$ cat src/rtl/core/sbas_pkg.sv
// Shared types and constants of the signed BCD add/subtract unit.
// No dependencies; every other file but sbas_carry_tree refers to it by scoped name.
`default_nettype none

package sbas_pkg;

  localparam int WORD_W     = 64;  // packed BCD word on the ports
  localparam int DIGIT_W    = 4;   // one BCD digit
  localparam int MAX_DIGITS = WORD_W / DIGIT_W;
  localparam int SUM_W      = DIGIT_W + 1;

  localparam logic [SUM_W-1:0] DEC_BASE = SUM_W'(10);
  localparam logic [SUM_W-1:0] DEC_NINE = SUM_W'(9);

  // Per-digit carry/borrow terms produced by a front lane.
  typedef struct packed {
    logic add_g;  // digit sum of ten or more: carry regardless of carry in
    logic add_p;  // digit sum of nine: pass carry in
    logic lt;     // a digit below b digit: borrow for a - b
    logic eq;     // equal digits: pass borrow
  } gp_t;

endpackage

`default_nettype wire

$ cat src/rtl/core/sbas_if.sv
// Request and result channels of the signed BCD add/subtract unit.
// Depends on sbas_pkg for the word width.
`default_nettype none

interface sbas_op_if;
  logic                        valid;
  logic                        ready;
  logic                        action;
  logic [sbas_pkg::WORD_W-1:0] a_digits;
  logic                        a_negative;
  logic [sbas_pkg::WORD_W-1:0] b_digits;
  logic                        b_negative;

  modport source (output valid, action, a_digits, a_negative, b_digits, b_negative,
                  input ready);
  modport sink   (input valid, action, a_digits, a_negative, b_digits, b_negative,
                  output ready);
endinterface

interface sbas_res_if;
  logic                        valid;
  logic                        ready;
  logic [sbas_pkg::WORD_W-1:0] sum_digits;
  logic                        sum_negative;
  logic                        overflow;

  modport source (output valid, sum_digits, sum_negative, overflow, input ready);
  modport sink   (input valid, sum_digits, sum_negative, overflow, output ready);
endinterface

`default_nettype wire

$ cat src/rtl/core/sbas_lane_gp.sv
// Front digit lane: carry and borrow generate/propagate terms of one digit.
// Depends on sbas_pkg.
`default_nettype none

module sbas_lane_gp (
  input  wire logic [sbas_pkg::DIGIT_W-1:0] x,
  input  wire logic [sbas_pkg::DIGIT_W-1:0] y,
  output sbas_pkg::gp_t                     gp
);

  logic [sbas_pkg::SUM_W-1:0] raw_sum;

  assign raw_sum  = {1'b0, x} + {1'b0, y};
  assign gp.add_g = raw_sum >= sbas_pkg::DEC_BASE;
  assign gp.add_p = raw_sum == sbas_pkg::DEC_NINE;
  assign gp.lt    = x < y;
  assign gp.eq    = x == y;

endmodule

`default_nettype wire

$ cat src/rtl/core/sbas_carry_tree.sv
// Parallel-prefix merge of per-digit generate/propagate into digit carries.
// Standalone; carry[i] is the carry into digit i, carry[N] the carry out.
`default_nettype none

module sbas_carry_tree #(
  parameter int N = 16
) (
  input  wire logic [N-1:0] g,
  input  wire logic [N-1:0] p,
  output logic [N:0]        carry
);

  localparam int LVLS = (N > 1) ? $clog2(N) : 0;

  logic [N-1:0] gl [0:LVLS];
  logic [N-1:0] pl [0:LVLS];

  assign gl[0] = g;
  assign pl[0] = p;

  for (genvar lv = 0; lv < LVLS; lv++) begin : g_lvl
    for (genvar i = 0; i < N; i++) begin : g_bit
      if (i >= (1 << lv)) begin : g_merge
        assign gl[lv+1][i] = gl[lv][i] | (pl[lv][i] & gl[lv][i-(1 << lv)]);
        assign pl[lv+1][i] = pl[lv][i] & pl[lv][i-(1 << lv)];
      end else begin : g_pass
        assign gl[lv+1][i] = gl[lv][i];
        assign pl[lv+1][i] = pl[lv][i];
      end
    end
  end

  // no carry enters the bottom digit
  assign carry = {gl[LVLS], 1'b0};

endmodule

`default_nettype wire

$ cat src/rtl/core/sbas_lane_sum.sv
// Back digit lane: decimal add or subtract of one digit with a known carry in.
// Depends on sbas_pkg.
`default_nettype none

module sbas_lane_sum (
  input  wire logic                         sub,
  input  wire logic [sbas_pkg::DIGIT_W-1:0] x,
  input  wire logic [sbas_pkg::DIGIT_W-1:0] y,
  input  wire logic                         cin,
  output logic [sbas_pkg::DIGIT_W-1:0]      digit
);

  logic [sbas_pkg::SUM_W-1:0] add_raw;
  logic [sbas_pkg::SUM_W-1:0] add_fix;
  logic [sbas_pkg::SUM_W-1:0] sub_raw;
  logic [sbas_pkg::SUM_W-1:0] sub_fix;

  always_comb begin
    add_raw = {1'b0, x} + {1'b0, y} + {{sbas_pkg::DIGIT_W{1'b0}}, cin};
    add_fix = (add_raw >= sbas_pkg::DEC_BASE) ? add_raw - sbas_pkg::DEC_BASE : add_raw;
    // top bit set means the difference went negative: add ten back
    sub_raw = {1'b0, x} - {1'b0, y} - {{sbas_pkg::DIGIT_W{1'b0}}, cin};
    sub_fix = sub_raw[sbas_pkg::DIGIT_W] ? sub_raw + sbas_pkg::DEC_BASE : sub_raw;
    digit   = sub ? sub_fix[sbas_pkg::DIGIT_W-1:0] : add_fix[sbas_pkg::DIGIT_W-1:0];
  end

endmodule

`default_nettype wire

$ cat src/rtl/core/signed_bcd_add_subtract_unit.sv
// Signed BCD add/subtract unit, sign-magnitude packed BCD operands.
// Requests pass the s1, s2 and result registers in order; throughput one request per cycle
// while results are taken, set by the three-stage lane/prefix/lane pipeline with one result register.
// rst (synchronous, active high) empties all stages; payload registers are not reset.
// Depends on sbas_pkg, sbas_if, sbas_lane_gp, sbas_carry_tree, sbas_lane_sum.
`default_nettype none

module signed_bcd_add_subtract_unit #(
  parameter int DIGITS = 16
) (
  input  wire logic   clk,
  input  wire logic   rst,
  sbas_op_if.sink     op,
  sbas_res_if.source  res
);

  localparam int DW = DIGITS * sbas_pkg::DIGIT_W;

  // ---------------------------------------------------------------------------
  // Pipeline control: each stage advances when its successor has room.
  // A result waiting in the output register does not block earlier stages
  // that still hold empty slots.
  // ---------------------------------------------------------------------------
  logic s1_valid;
  logic s2_valid;
  logic res_valid;
  logic adv1;
  logic adv2;
  logic adv3;

  assign adv3     = !res_valid || res.ready;
  assign adv2     = !s2_valid || adv3;
  assign adv1     = !s1_valid || adv2;
  assign op.ready = adv1;
  assign res.valid = res_valid;

  // ---------------------------------------------------------------------------
  // Stage 1: one front lane per digit computes carry and borrow terms.
  // Nibbles above DIGITS never enter the lanes, which drops them.
  // ---------------------------------------------------------------------------
  logic [DW-1:0]       in_a;
  logic [DW-1:0]       in_b;
  sbas_pkg::gp_t       in_gp [DIGITS];

  assign in_a = op.a_digits[DW-1:0];
  assign in_b = op.b_digits[DW-1:0];

  for (genvar i = 0; i < DIGITS; i++) begin : g_front
    sbas_lane_gp u_gp (
      .x  (in_a[i*sbas_pkg::DIGIT_W +: sbas_pkg::DIGIT_W]),
      .y  (in_b[i*sbas_pkg::DIGIT_W +: sbas_pkg::DIGIT_W]),
      .gp (in_gp[i])
    );
  end

  logic [DW-1:0]       s1_a;
  logic [DW-1:0]       s1_b;
  logic                s1_an;
  logic                s1_bn;
  sbas_pkg::gp_t       s1_gp [DIGITS];

  always_ff @(posedge clk) begin
    if (rst) begin
      s1_valid <= 1'b0;
    end else if (adv1) begin
      s1_valid <= op.valid;
    end
  end

  // subtract flips the second operand's sign
  always_ff @(posedge clk) begin
    if (adv1 && op.valid) begin
      s1_a  <= in_a;
      s1_b  <= in_b;
      s1_an <= op.a_negative;
      s1_bn <= op.b_negative ^ op.action;
      s1_gp <= in_gp;
    end
  end

  // ---------------------------------------------------------------------------
  // Stage 2: prefix trees merge the lane terms into digit carries for the
  // sum, a - b and b - a. The borrow out of a - b together with all-equal
  // digits decides which magnitude is larger.
  // ---------------------------------------------------------------------------
  logic [DIGITS-1:0] add_g;
  logic [DIGITS-1:0] add_p;
  logic [DIGITS-1:0] lt_v;
  logic [DIGITS-1:0] gt_v;
  logic [DIGITS-1:0] eq_v;
  logic [DIGITS:0]   c_add;
  logic [DIGITS:0]   c_ab;
  logic [DIGITS:0]   c_ba;

  for (genvar i = 0; i < DIGITS; i++) begin : g_unpack
    assign add_g[i] = s1_gp[i].add_g;
    assign add_p[i] = s1_gp[i].add_p;
    assign lt_v[i]  = s1_gp[i].lt;
    assign eq_v[i]  = s1_gp[i].eq;
    assign gt_v[i]  = !s1_gp[i].lt && !s1_gp[i].eq;
  end

  sbas_carry_tree #(.N(DIGITS)) u_tree_add (.g(add_g), .p(add_p), .carry(c_add));
  sbas_carry_tree #(.N(DIGITS)) u_tree_ab  (.g(lt_v),  .p(eq_v),  .carry(c_ab));
  sbas_carry_tree #(.N(DIGITS)) u_tree_ba  (.g(gt_v),  .p(eq_v),  .carry(c_ba));

  logic [DW-1:0]     s2_a;
  logic [DW-1:0]     s2_b;
  logic              s2_an;
  logic              s2_bn;
  logic              s2_a_gt;
  logic [DIGITS:0]   s2_c_add;
  logic [DIGITS-1:0] s2_c_ab;
  logic [DIGITS-1:0] s2_c_ba;

  always_ff @(posedge clk) begin
    if (rst) begin
      s2_valid <= 1'b0;
    end else if (adv2) begin
      s2_valid <= s1_valid;
    end
  end

  always_ff @(posedge clk) begin
    if (adv2 && s1_valid) begin
      s2_a     <= s1_a;
      s2_b     <= s1_b;
      s2_an    <= s1_an;
      s2_bn    <= s1_bn;
      s2_a_gt  <= !c_ab[DIGITS] && !(&eq_v);
      s2_c_add <= c_add;
      s2_c_ab  <= c_ab[DIGITS-1:0];
      s2_c_ba  <= c_ba[DIGITS-1:0];
    end
  end

  // ---------------------------------------------------------------------------
  // Stage 3: back lanes form the result digits. Equal signs add; opposite
  // signs subtract the smaller magnitude from the larger. The borrow out of
  // the top digit is dropped.
  // ---------------------------------------------------------------------------
  logic              same_sign;
  logic [DW-1:0]     big;
  logic [DW-1:0]     little;
  logic [DIGITS-1:0] lane_cin;
  logic [DW-1:0]     mag;
  logic              mag_zero;
  logic              neg;

  assign same_sign = s2_an == s2_bn;
  assign big       = (same_sign || s2_a_gt) ? s2_a : s2_b;
  assign little    = (same_sign || s2_a_gt) ? s2_b : s2_a;
  assign lane_cin  = same_sign ? s2_c_add[DIGITS-1:0] : (s2_a_gt ? s2_c_ab : s2_c_ba);

  for (genvar i = 0; i < DIGITS; i++) begin : g_back
    sbas_lane_sum u_sum (
      .sub   (!same_sign),
      .x     (big[i*sbas_pkg::DIGIT_W +: sbas_pkg::DIGIT_W]),
      .y     (little[i*sbas_pkg::DIGIT_W +: sbas_pkg::DIGIT_W]),
      .cin   (lane_cin[i]),
      .digit (mag[i*sbas_pkg::DIGIT_W +: sbas_pkg::DIGIT_W])
    );
  end

  // zero is always positive, also a sum that wrapped to zero
  assign mag_zero = mag == '0;
  assign neg      = !mag_zero && ((same_sign || s2_a_gt) ? s2_an : s2_bn);

  always_ff @(posedge clk) begin
    if (rst) begin
      res_valid <= 1'b0;
    end else if (adv3) begin
      res_valid <= s2_valid;
    end
  end

  // hold the result while the consumer stalls
  always_ff @(posedge clk) begin
    if (adv3 && s2_valid) begin
      res.sum_digits   <= sbas_pkg::WORD_W'(mag);
      res.sum_negative <= neg;
      res.overflow     <= same_sign && s2_c_add[DIGITS];
    end
  end

`ifndef NO_ASSERTIONS
  // a zero magnitude never carries a minus sign
  a_zero_positive: assert property (@(posedge clk) disable iff (rst)
    res.valid && res.sum_negative |-> res.sum_digits != '0)
    else $error("negative zero on result");

  // digits above DIGITS stay clear
  a_upper_clear: assert property (@(posedge clk) disable iff (rst)
    res.valid |-> (res.sum_digits >> DW) == '0)
    else $error("result digits above DIGITS not zero");

  // a request taken into stage 1 is handed on when stage 2 has room
  a_stage_move: assert property (@(posedge clk) disable iff (rst)
    s1_valid && adv2 |=> s2_valid)
    else $error("request lost between stage 1 and stage 2");

  // overflow only arises on the addition path
  a_ovf_add: assert property (@(posedge clk) disable iff (rst)
    s2_valid && adv3 && !same_sign |=> !res.overflow)
    else $error("overflow flagged on subtraction");
`endif

endmodule

`default_nettype wire

$ cat src/flat_wrapper.sv
// flat-port wrapper written by rule: the top's interface ports become plain ports
module signed_bcd_add_subtract_unit_flat 
#(
  parameter int DIGITS = 16
)
  (clk, rst, op_valid, op_action, op_a_digits, op_a_negative, op_b_digits, op_b_negative, op_ready, res_valid, res_sum_digits, res_sum_negative, res_overflow, res_ready);
  sbas_op_if op_i ();
  sbas_res_if res_i ();
  input  wire logic clk;
  input  wire logic rst;
  input wire logic [$bits(op_i.valid)-1:0] op_valid;
  input wire logic [$bits(op_i.action)-1:0] op_action;
  input wire logic [$bits(op_i.a_digits)-1:0] op_a_digits;
  input wire logic [$bits(op_i.a_negative)-1:0] op_a_negative;
  input wire logic [$bits(op_i.b_digits)-1:0] op_b_digits;
  input wire logic [$bits(op_i.b_negative)-1:0] op_b_negative;
  output wire logic [$bits(op_i.ready)-1:0] op_ready;
  output wire logic [$bits(res_i.valid)-1:0] res_valid;
  output wire logic [$bits(res_i.sum_digits)-1:0] res_sum_digits;
  output wire logic [$bits(res_i.sum_negative)-1:0] res_sum_negative;
  output wire logic [$bits(res_i.overflow)-1:0] res_overflow;
  input wire logic [$bits(res_i.ready)-1:0] res_ready;
  assign op_i.valid = op_valid;
  assign op_i.action = op_action;
  assign op_i.a_digits = op_a_digits;
  assign op_i.a_negative = op_a_negative;
  assign op_i.b_digits = op_b_digits;
  assign op_i.b_negative = op_b_negative;
  assign op_ready = op_i.ready;
  assign res_valid = res_i.valid;
  assign res_sum_digits = res_i.sum_digits;
  assign res_sum_negative = res_i.sum_negative;
  assign res_overflow = res_i.overflow;
  assign res_i.ready = res_ready;
  signed_bcd_add_subtract_unit #(.DIGITS(DIGITS)) u_core (.clk(clk), .rst(rst), .op(op_i), .res(res_i));
endmodule
$ cat config.mk
export PLATFORM = sky130hd
export DESIGN_NAME = signed_bcd_add_subtract_unit_flat
export DESIGN_NICKNAME = d
export VERILOG_FILES = /design/src/rtl/core/sbas_pkg.sv /design/src/rtl/core/sbas_if.sv /design/src/rtl/core/sbas_lane_gp.sv /design/src/rtl/core/sbas_carry_tree.sv /design/src/rtl/core/sbas_lane_sum.sv /design/src/rtl/core/signed_bcd_add_subtract_unit.sv /design/src/flat_wrapper.sv
export SDC_FILE = /design/constraint.sdc
export NUM_CORES = 1
export LEC_CHECK = 0
export BUFFER_PORTS_ARGS = -buffer_cell sky130_fd_sc_hd__buf_2
export CORE_MARGIN = 1
export CORE_UTILIZATION = 60
export DETAILED_ROUTE_END_ITERATION = 12
export PLACE_DENSITY = 0.8
export SYNTH_ARGS = -nofsm -noshare
export SYNTH_HDL_FRONTEND = slang
export SYNTH_SLANG_ARGS = --single-unit
$ cat constraint.sdc
create_clock -name clk -period 20.1 [get_ports clk]
set_input_delay 4.02 -clock clk [delete_from_list [all_inputs] [get_ports clk]]
set_output_delay 4.02 -clock clk [all_outputs]
set_load 0.05 [all_outputs]
==> results of run 1 <==
[worst paths after layout]
kind                   startpoint                       to  slack, ps  cells after the start
hold / removal    u_core.s1_b[25]          u_core.s2_b[25]        420                      0
hold reg to reg   u_core.s1_b[25]          u_core.s2_b[25]        420                      0
setup reg to reg     u_core.s2_bn  u_core.res.sum_negative      13970                     18
setup / recovery        res_ready                 op_ready      10930                      4
[sequential cells by signal, indices dropped and copies added (netlist names), 15 cells and up]
signal                 count
u_core.res.sum_digits     64
u_core.s2_b               64
u_core.s1_b               64
u_core.eq_v               16
u_core.lt_v               16
u_core.add_g              16
u_core.s2_c_ab            15
u_core.s2_c_add           16
u_core.add_p              15
u_core.s2_a               64
u_core.s2_c_ba            15
u_core.s1_a               64
[worst max-delay path, stage by stage]
cell and delay [ps]:
buf_2 100, nor2b_1 590, nand3_1 180, buf_2 250
[metrics by stage]
step | power, W | utilization | setup WS (ps)
6_report | 0.00282 | 0.684 | 10930
5_1_grt | 0.00295 | 0.684 | 10830
4_1_cts | 0.00283 | 0.683 | 10930
3_5_place_dp | 0.00192 | 0.647 | 10930
3_3_place_gp | 0.00188 | 0.647 | 11010
2_1_floorplan | 0.00172 | - | 2240
[power by group through the flow]
stage          sequential, W  clock (W)  combinational, W
2_1_floorplan        0.00119          0          0.000524
3_3_place_gp         0.00116          0          0.000727
3_5_place_dp         0.00116          0          0.000759
4_1_cts              0.00114   0.000922          0.000767
5_1_grt              0.00115   0.000955          0.000850
6_report             0.00114   0.000908          0.000774
[logic make-up (layout without fill, tap and decap cells)]
family                   count (synthesis)  in the layout  synth area share
adder cells (fa/ha/maj)                319            319             0.169
XOR/XNOR                               128            128            0.0492
AO/OA/AOI/OAI                          533            533             0.130
buffers and inverters                  280            514            0.0409
other                                    0             10                 0
flip-flops                             439            439             0.487
AND/OR/NAND/NOR                        521            521            0.0962
multiplexers                            72             72            0.0278
[cell type report]
| type | instances | share of cell area |
|---|---|---|
| Sequential cell | 439 | 0.434 |
| Multi-Input combinational cell | 1573 | 0.423 |
| Timing Repair Buffer | 216 | 0.0377 |
| Clock buffer | 48 | 0.0375 |
| Inverter | 219 | 0.0271 |
| Tap cell | 592 | 0.0244 |
| Clock inverter | 31 | 0.0152 |
| Antenna cell | 10 | 0.000826 |
[layer usage]
| layer | GRT usage | wire length [µm] | vias up |
|---|---|---|---|
| met5 | 0 | 8 | - |
| met4 | 0.119 | 2540 | 2 |
| met3 | 0.0384 | 3950 | 143 |
| met2 | 0.467 | 30500 | 681 |
| met1 | 0.355 | 25300 | 9260 |
| li1 | - | - | 8770 |
[placed cells by master (no fill, tap or decap), drive strengths merged, types with 27 or more instances in the layout]
| master | count |
|---|---|
| a21o | 69 |
| a21oi | 153 |
| buf | 216 |
| clkbuf | 48 |
| edfxtp | 436 |
| fa | 78 |
| ha | 241 |
| inv | 220 |
| mux2i | 51 |
| nand2 | 142 |
| nor2 | 170 |
| o21a | 31 |
| o21ai | 111 |
| xnor2 | 88 |
| xor2 | 27 |
==> flow_summary.ini, run 1 <==
[place]
globalplace.congestion = 0.901
dpl-instance-area_um2 = 28700
io_buffers = 202
hpwl_um = 45200
placed_cells = 3039

[pwr]
p_comb_frac = 0.274
cellPowerDensity_nw_per_um2 = 93.1
power_frac_clock = 0.322
power_leakage_nw = 12.6
power_switching_w = 0.000840
seq_power_share = 0.404
netSwitchingFraction = 0.298
vdd_ir_drop_max_mv = 0.0513
intPower_w = 0.00198

[logic_synthesis]
synth.most_common_cell = edfxtp_1
synth_seq_cells = 439
synth_cell_types = 87
syn_area_um2 = 27000
synthArstFlopShare = 0
synth_common_cells = 436 x edfxtp_1, 241 x ha_1, 218 x inv_1, 169 x nor2_1, 149 x a21oi_1
yosysTopAreaCellShare = 0.485
syn_avg_cell_area_um2 = 11.8
synth_cells = 2292
synthesis.nets = 2746
synth_warnings = 0
ys_seq_area_frac = 0.487
ys.flop_type = edfxtp_1
synth_top_area_cell = edfxtp_1
synth_area_leaders = edfxtp_1 48%, ha_1 11%, fa_1 5.8%, inv_1 3.0%, a21oi_1 2.8%
synth_edf_count = 436

[layout]
final-instance-count-excl-fill = 3128
multi_input_area_um2 = 12800
drive_gt1_frac = 0.139
area_growth_pct = 12.2
register_area_um2 = 13200
nNetsFinal = 2946
nFillCells = 3180
design_area_um2 = 30300

[cts]
htreeDepth = 2
cts_resized = 0
cts.sinks = 439
post-cts-setup-buffers = 0
clockBufferDepth = 3
cts_made_buffers = 43
clk_latency_ps = 580
holdBufCountCts = 0
cts-root-buf = clkbuf_16
path_clk_slew_ps = 60
cts_tree = yes

[grt]
grt_max_degree = 194
grt_pass1_vias = 19196
antenna_found_initial = 8
overflow = 0
grt_pass1_wl_um = 99700
track_usage = 0.275

[sta]
finalCritPeriodShare = 0.456
tightest_slew_ps = 1390
max_freq_mhz = 109
fin_crit_ps = 9170
whs_ps = 415
slew_headroom = 0.0747
hold_viol = 0
grt_setup_unrepaired = no
setup_tns_ps = 0
maxSlewViolCount = 0
setup_viol = 0
worst_clock_skew_ps = 17.8

[routing]
routedWlPerCell_um = 19.9
drcViolationCount = 0
ant_nets = 0
dr.pass1.iters = 5
dr_total_vias = 18856
drt_wl_total_um = 62400
drtIter0Drc = 1483
via_per_inst = 6.03

[floorplan]
io_pins = 203
start_util = 0.610
fp.dieH_um = 214
coreArea_um2 = 44300
dieArea_um2 = 45900
die_w_um = 214
rows = 77

[status]
status = complete, no violations

[flow_run]
drv_cap = 0

[worst_hold_path]
holdCritPathClass = reg -> reg

[worst_setup_path]
worstSetupEndpointType = output port
critical_path_required_ps = 16080
cp.arrival_ps = 5150
cp_max_fo = 6
cp-start-kind = input pin
worst-setup-path-type = in -> out
Power figures use the tool's default switching activity.
==> run 2, diff against run 1 <==
--- a/config.mk
+++ b/config.mk
@@ -5,11 +5,12 @@
 export SDC_FILE = /design/constraint.sdc
 export NUM_CORES = 1
 export LEC_CHECK = 0
+export ABC_AREA = 1
 export BUFFER_PORTS_ARGS = -buffer_cell sky130_fd_sc_hd__buf_2
 export CORE_MARGIN = 1
 export CORE_UTILIZATION = 60
 export DETAILED_ROUTE_END_ITERATION = 12
-export PLACE_DENSITY = 0.8
+export PLACE_DENSITY = 0.79
 export SYNTH_ARGS = -nofsm -noshare
 export SYNTH_HDL_FRONTEND = slang
 export SYNTH_SLANG_ARGS = --single-unit
==> constraint.sdc (replaced) <==
create_clock -name clk -period 9.05 [get_ports clk]
set_input_delay 1.81 -clock clk [delete_from_list [all_inputs] [get_ports clk]]
set_output_delay 1.81 -clock clk [all_outputs]
set_load 0.05 [all_outputs]
==> run 2 against run 1 <==
Synthesized cell count is 28% higher. Highest routed layer is now met4. Sequential share of layout area shrank 0.89 points. Via count increased by 12%. Largest power group unchanged. Register-to-register slack worse by 10000 ps. Critical path depth increased by 18. Cell area is 2.1% higher.
==> flow_summary.ini, run 2 <==
[layout]
drive_gt1_frac = 0.110
nNetsFinal = 3591
layout_commonest_cell = nand2_1
area_growth_pct = 11.4
final_cell_mix = 606 x nand2_1, 436 x edfxtp_1, 426 x inv_1

[sta]
max_freq_mhz = 183
whs_ps = 409
hold_viol = 0
maxSlewViolCount = 0
fin_crit_ps = 5470
worst_clock_skew_ps = 12.9
tightest_slew_ps = 1160
setup_tns_ps = 0
finalCritPeriodShare = 0.604
slew_headroom = 0.224
grt_setup_unrepaired = no
setup_viol = 0
fin_ws_ps = 3580

[logic_synthesis]
synth_common_cells = 606 x nand2_1, 436 x edfxtp_1, 428 x inv_1, 241 x ha_1, 240 x nor2_1
synth_cells = 2925
ys_seq_area_frac = 0.474
yosysTopAreaCellShare = 0.472
synth_area_leaders = edfxtp_1 47%, ha_1 11%, nand2_1 8.2%, inv_1 5.8%, fa_1 5.6%
synth_edf_count = 436
synth_cell_types = 46
synth_top_area_cell = edfxtp_1
synth.most_common_cell = nand2_1
synthArstFlopShare = 0
synth_seq_cells = 439
ys.flop_type = edfxtp_1
syn_avg_cell_area_um2 = 9.49
synthesis.nets = 3379
synth_warnings = 0
syn_area_um2 = 27800

[worst_setup_path]
path_cells = inv_2, buf_4, nor2_1, o21ai_0, o21ai_0, fa_1, fa_1, or2_2, a21oi_1, inv_1, nand2_1, nand2_1, nand2_1, nand3_1, nand2_1, nand2_1, nor2_1, nand2_1, nor2_1, nand3_1, nor2_1, nor2_1
worst-setup-path-type = reg -> reg
crit_buf_inv = 3
critPathMaxStageDelay_ps = 720
slowest_stage = edfxtp_1
cp.arrival_ps = 5790
worstSetupEndpointType = flip-flop
critical_path_required_ps = 9370
cp_max_fo = 40
cp-start-kind = flip-flop
cp_top_family = simple AND/OR/NAND/NOR gates
cp_common_cell = nand2_1

[floorplan]
coreArea_um2 = 45500
fp.dieH_um = 217
io_pins = 203
dieArea_um2 = 47100
die_w_um = 217
start_util = 0.611
rows = 78

[place]
hpwl_um = 50100
io_buffers = 202
pre_cts_ws_ps = 3720
globalplace.congestion = 0.934

[cts]
htreeDepth = 2
cts-root-buf = clkbuf_16
holdBufCountCts = 0
clockBufferDepth = 3
cts_resized = 0
post-cts-setup-buffers = 0
cts_tree = yes
clk_latency_ps = 580
cts.sinks = 439
cts_made_buffers = 46
path_clk_slew_ps = 60

[grt]
grt_max_degree = 117
overflow = 0
track_usage = 0.283
antenna_found_initial = 5
grt_pass1_wl_um = 104000
grt_pass1_vias = 20444

[routing]
ant_nets = 0
via_per_inst = 5.60
dr.pass1.iters = 9
drt_wl_total_um = 66300
drtIter0Drc = 1713
drcViolationCount = 0
routedWlPerCell_um = 17.5
dr_total_vias = 21169

[pwr]
power_leakage_nw = 14.1
vdd_ir_drop_max_mv = 0.138
cellPowerDensity_nw_per_um2 = 186

[status]
status = complete, no violations

[flow_run]
drv_cap = 0

[worst_hold_path]
holdCritPathClass = reg -> reg
==> run 2: changes by cell type after synthesis, sizes merged, moves of 51 or more <==
cell,delta
a21o,-59
o21ai,+79
nor2,+74
inv,+213
nand3b,+64
xnor2,-70
nand3,+228
mux2i,-51
nand2,+489
==> run 2: worst register-to-register path, delay by kind of cell (launching register included) <==
family                   cells  cell delay, ps
AND/OR/NAND/NOR             14            1680
flip-flops                   1             720
buffers and inverters        3            1050
AO/OA/AOI/OAI                3             800
adder cells (fa/ha/maj)      2             970
==> run 2: path summary, 6_finish.rpt <==
| check | from | to | slack, ps | depth (start not counted) |
|---|---|---|---|---|
| worst max-delay path | u_core.s2_a_gt | u_core.res.sum_negative | 3580 | 22 |
| worst min-delay path | u_core.s1_a[9] | u_core.s2_a[9] | 410 | 0 |
| worst max register to register | u_core.s2_a_gt | u_core.res.sum_negative | 3580 | 22 |
| worst min register to register | u_core.s1_a[9] | u_core.s2_a[9] | 410 | 0 |
==> run 2: cell families after synthesis <==
| group | after synthesis | synth area share |
|---|---|---|
| xor+xnor | 44 | 0.0139 |
| compound gates | 388 | 0.0785 |
| buf+inv | 479 | 0.0672 |
| flops | 439 | 0.474 |
| fa+ha+maj | 319 | 0.165 |
| simple gates | 1256 | 0.202 |
==> run 2: per-layer routing <==
layer / part of all wire / wire length, µm / global-route usage
met1: 0.42 / 27700 / 0.370
met2: 0.47 / 31500 / 0.472
met3: 0.071 / 4680 / 0.0446
met4: 0.037 / 2430 / 0.111
met5: 0 / 0 / 0
==> run 2: cell type report <==
cell class / instances / area (µm²)
sequential: 439 / 13200
inverter: 432 / 1630
fill: 3473 / 14500
tap: 600 / 751
multi-input combinational: 2007 / 12800
timing repair buffer: 211 / 1080
clock inverter: 25 / 274
antenna: 4 / 10.0
clock buffer: 59 / 1260
==> run 2: power breakdown <==
group / total (W) / switching, W / leakage [nW] / internal, W
logic: 0.00135 / 0.000887 / 9.15 / 0.000466
registers: 0.00246 / 0.0000648 / 4.19 / 0.00240
clock network: 0.00192 / 0.000786 / 0.747 / 0.00114
total: 0.00574 / 0.00174 / 14.1 / 0.00400
==> run 2: metrics by stage <==
| step | total power (W) | area, µm² | std cells | utilization |
|---|---|---|---|---|
| finish | 0.00574 | 30900 | 3777 | 0.680 |
| global route | 0.00601 | 30900 | 3776 | 0.680 |
| CTS | 0.00576 | 30900 | 3773 | 0.680 |
| detailed placement | 0.00383 | 29400 | 3689 | 0.646 |
| global placement | 0.00377 | 29400 | 3689 | 0.646 |
| floorplan | 0.00345 | 27800 | 2925 | - |
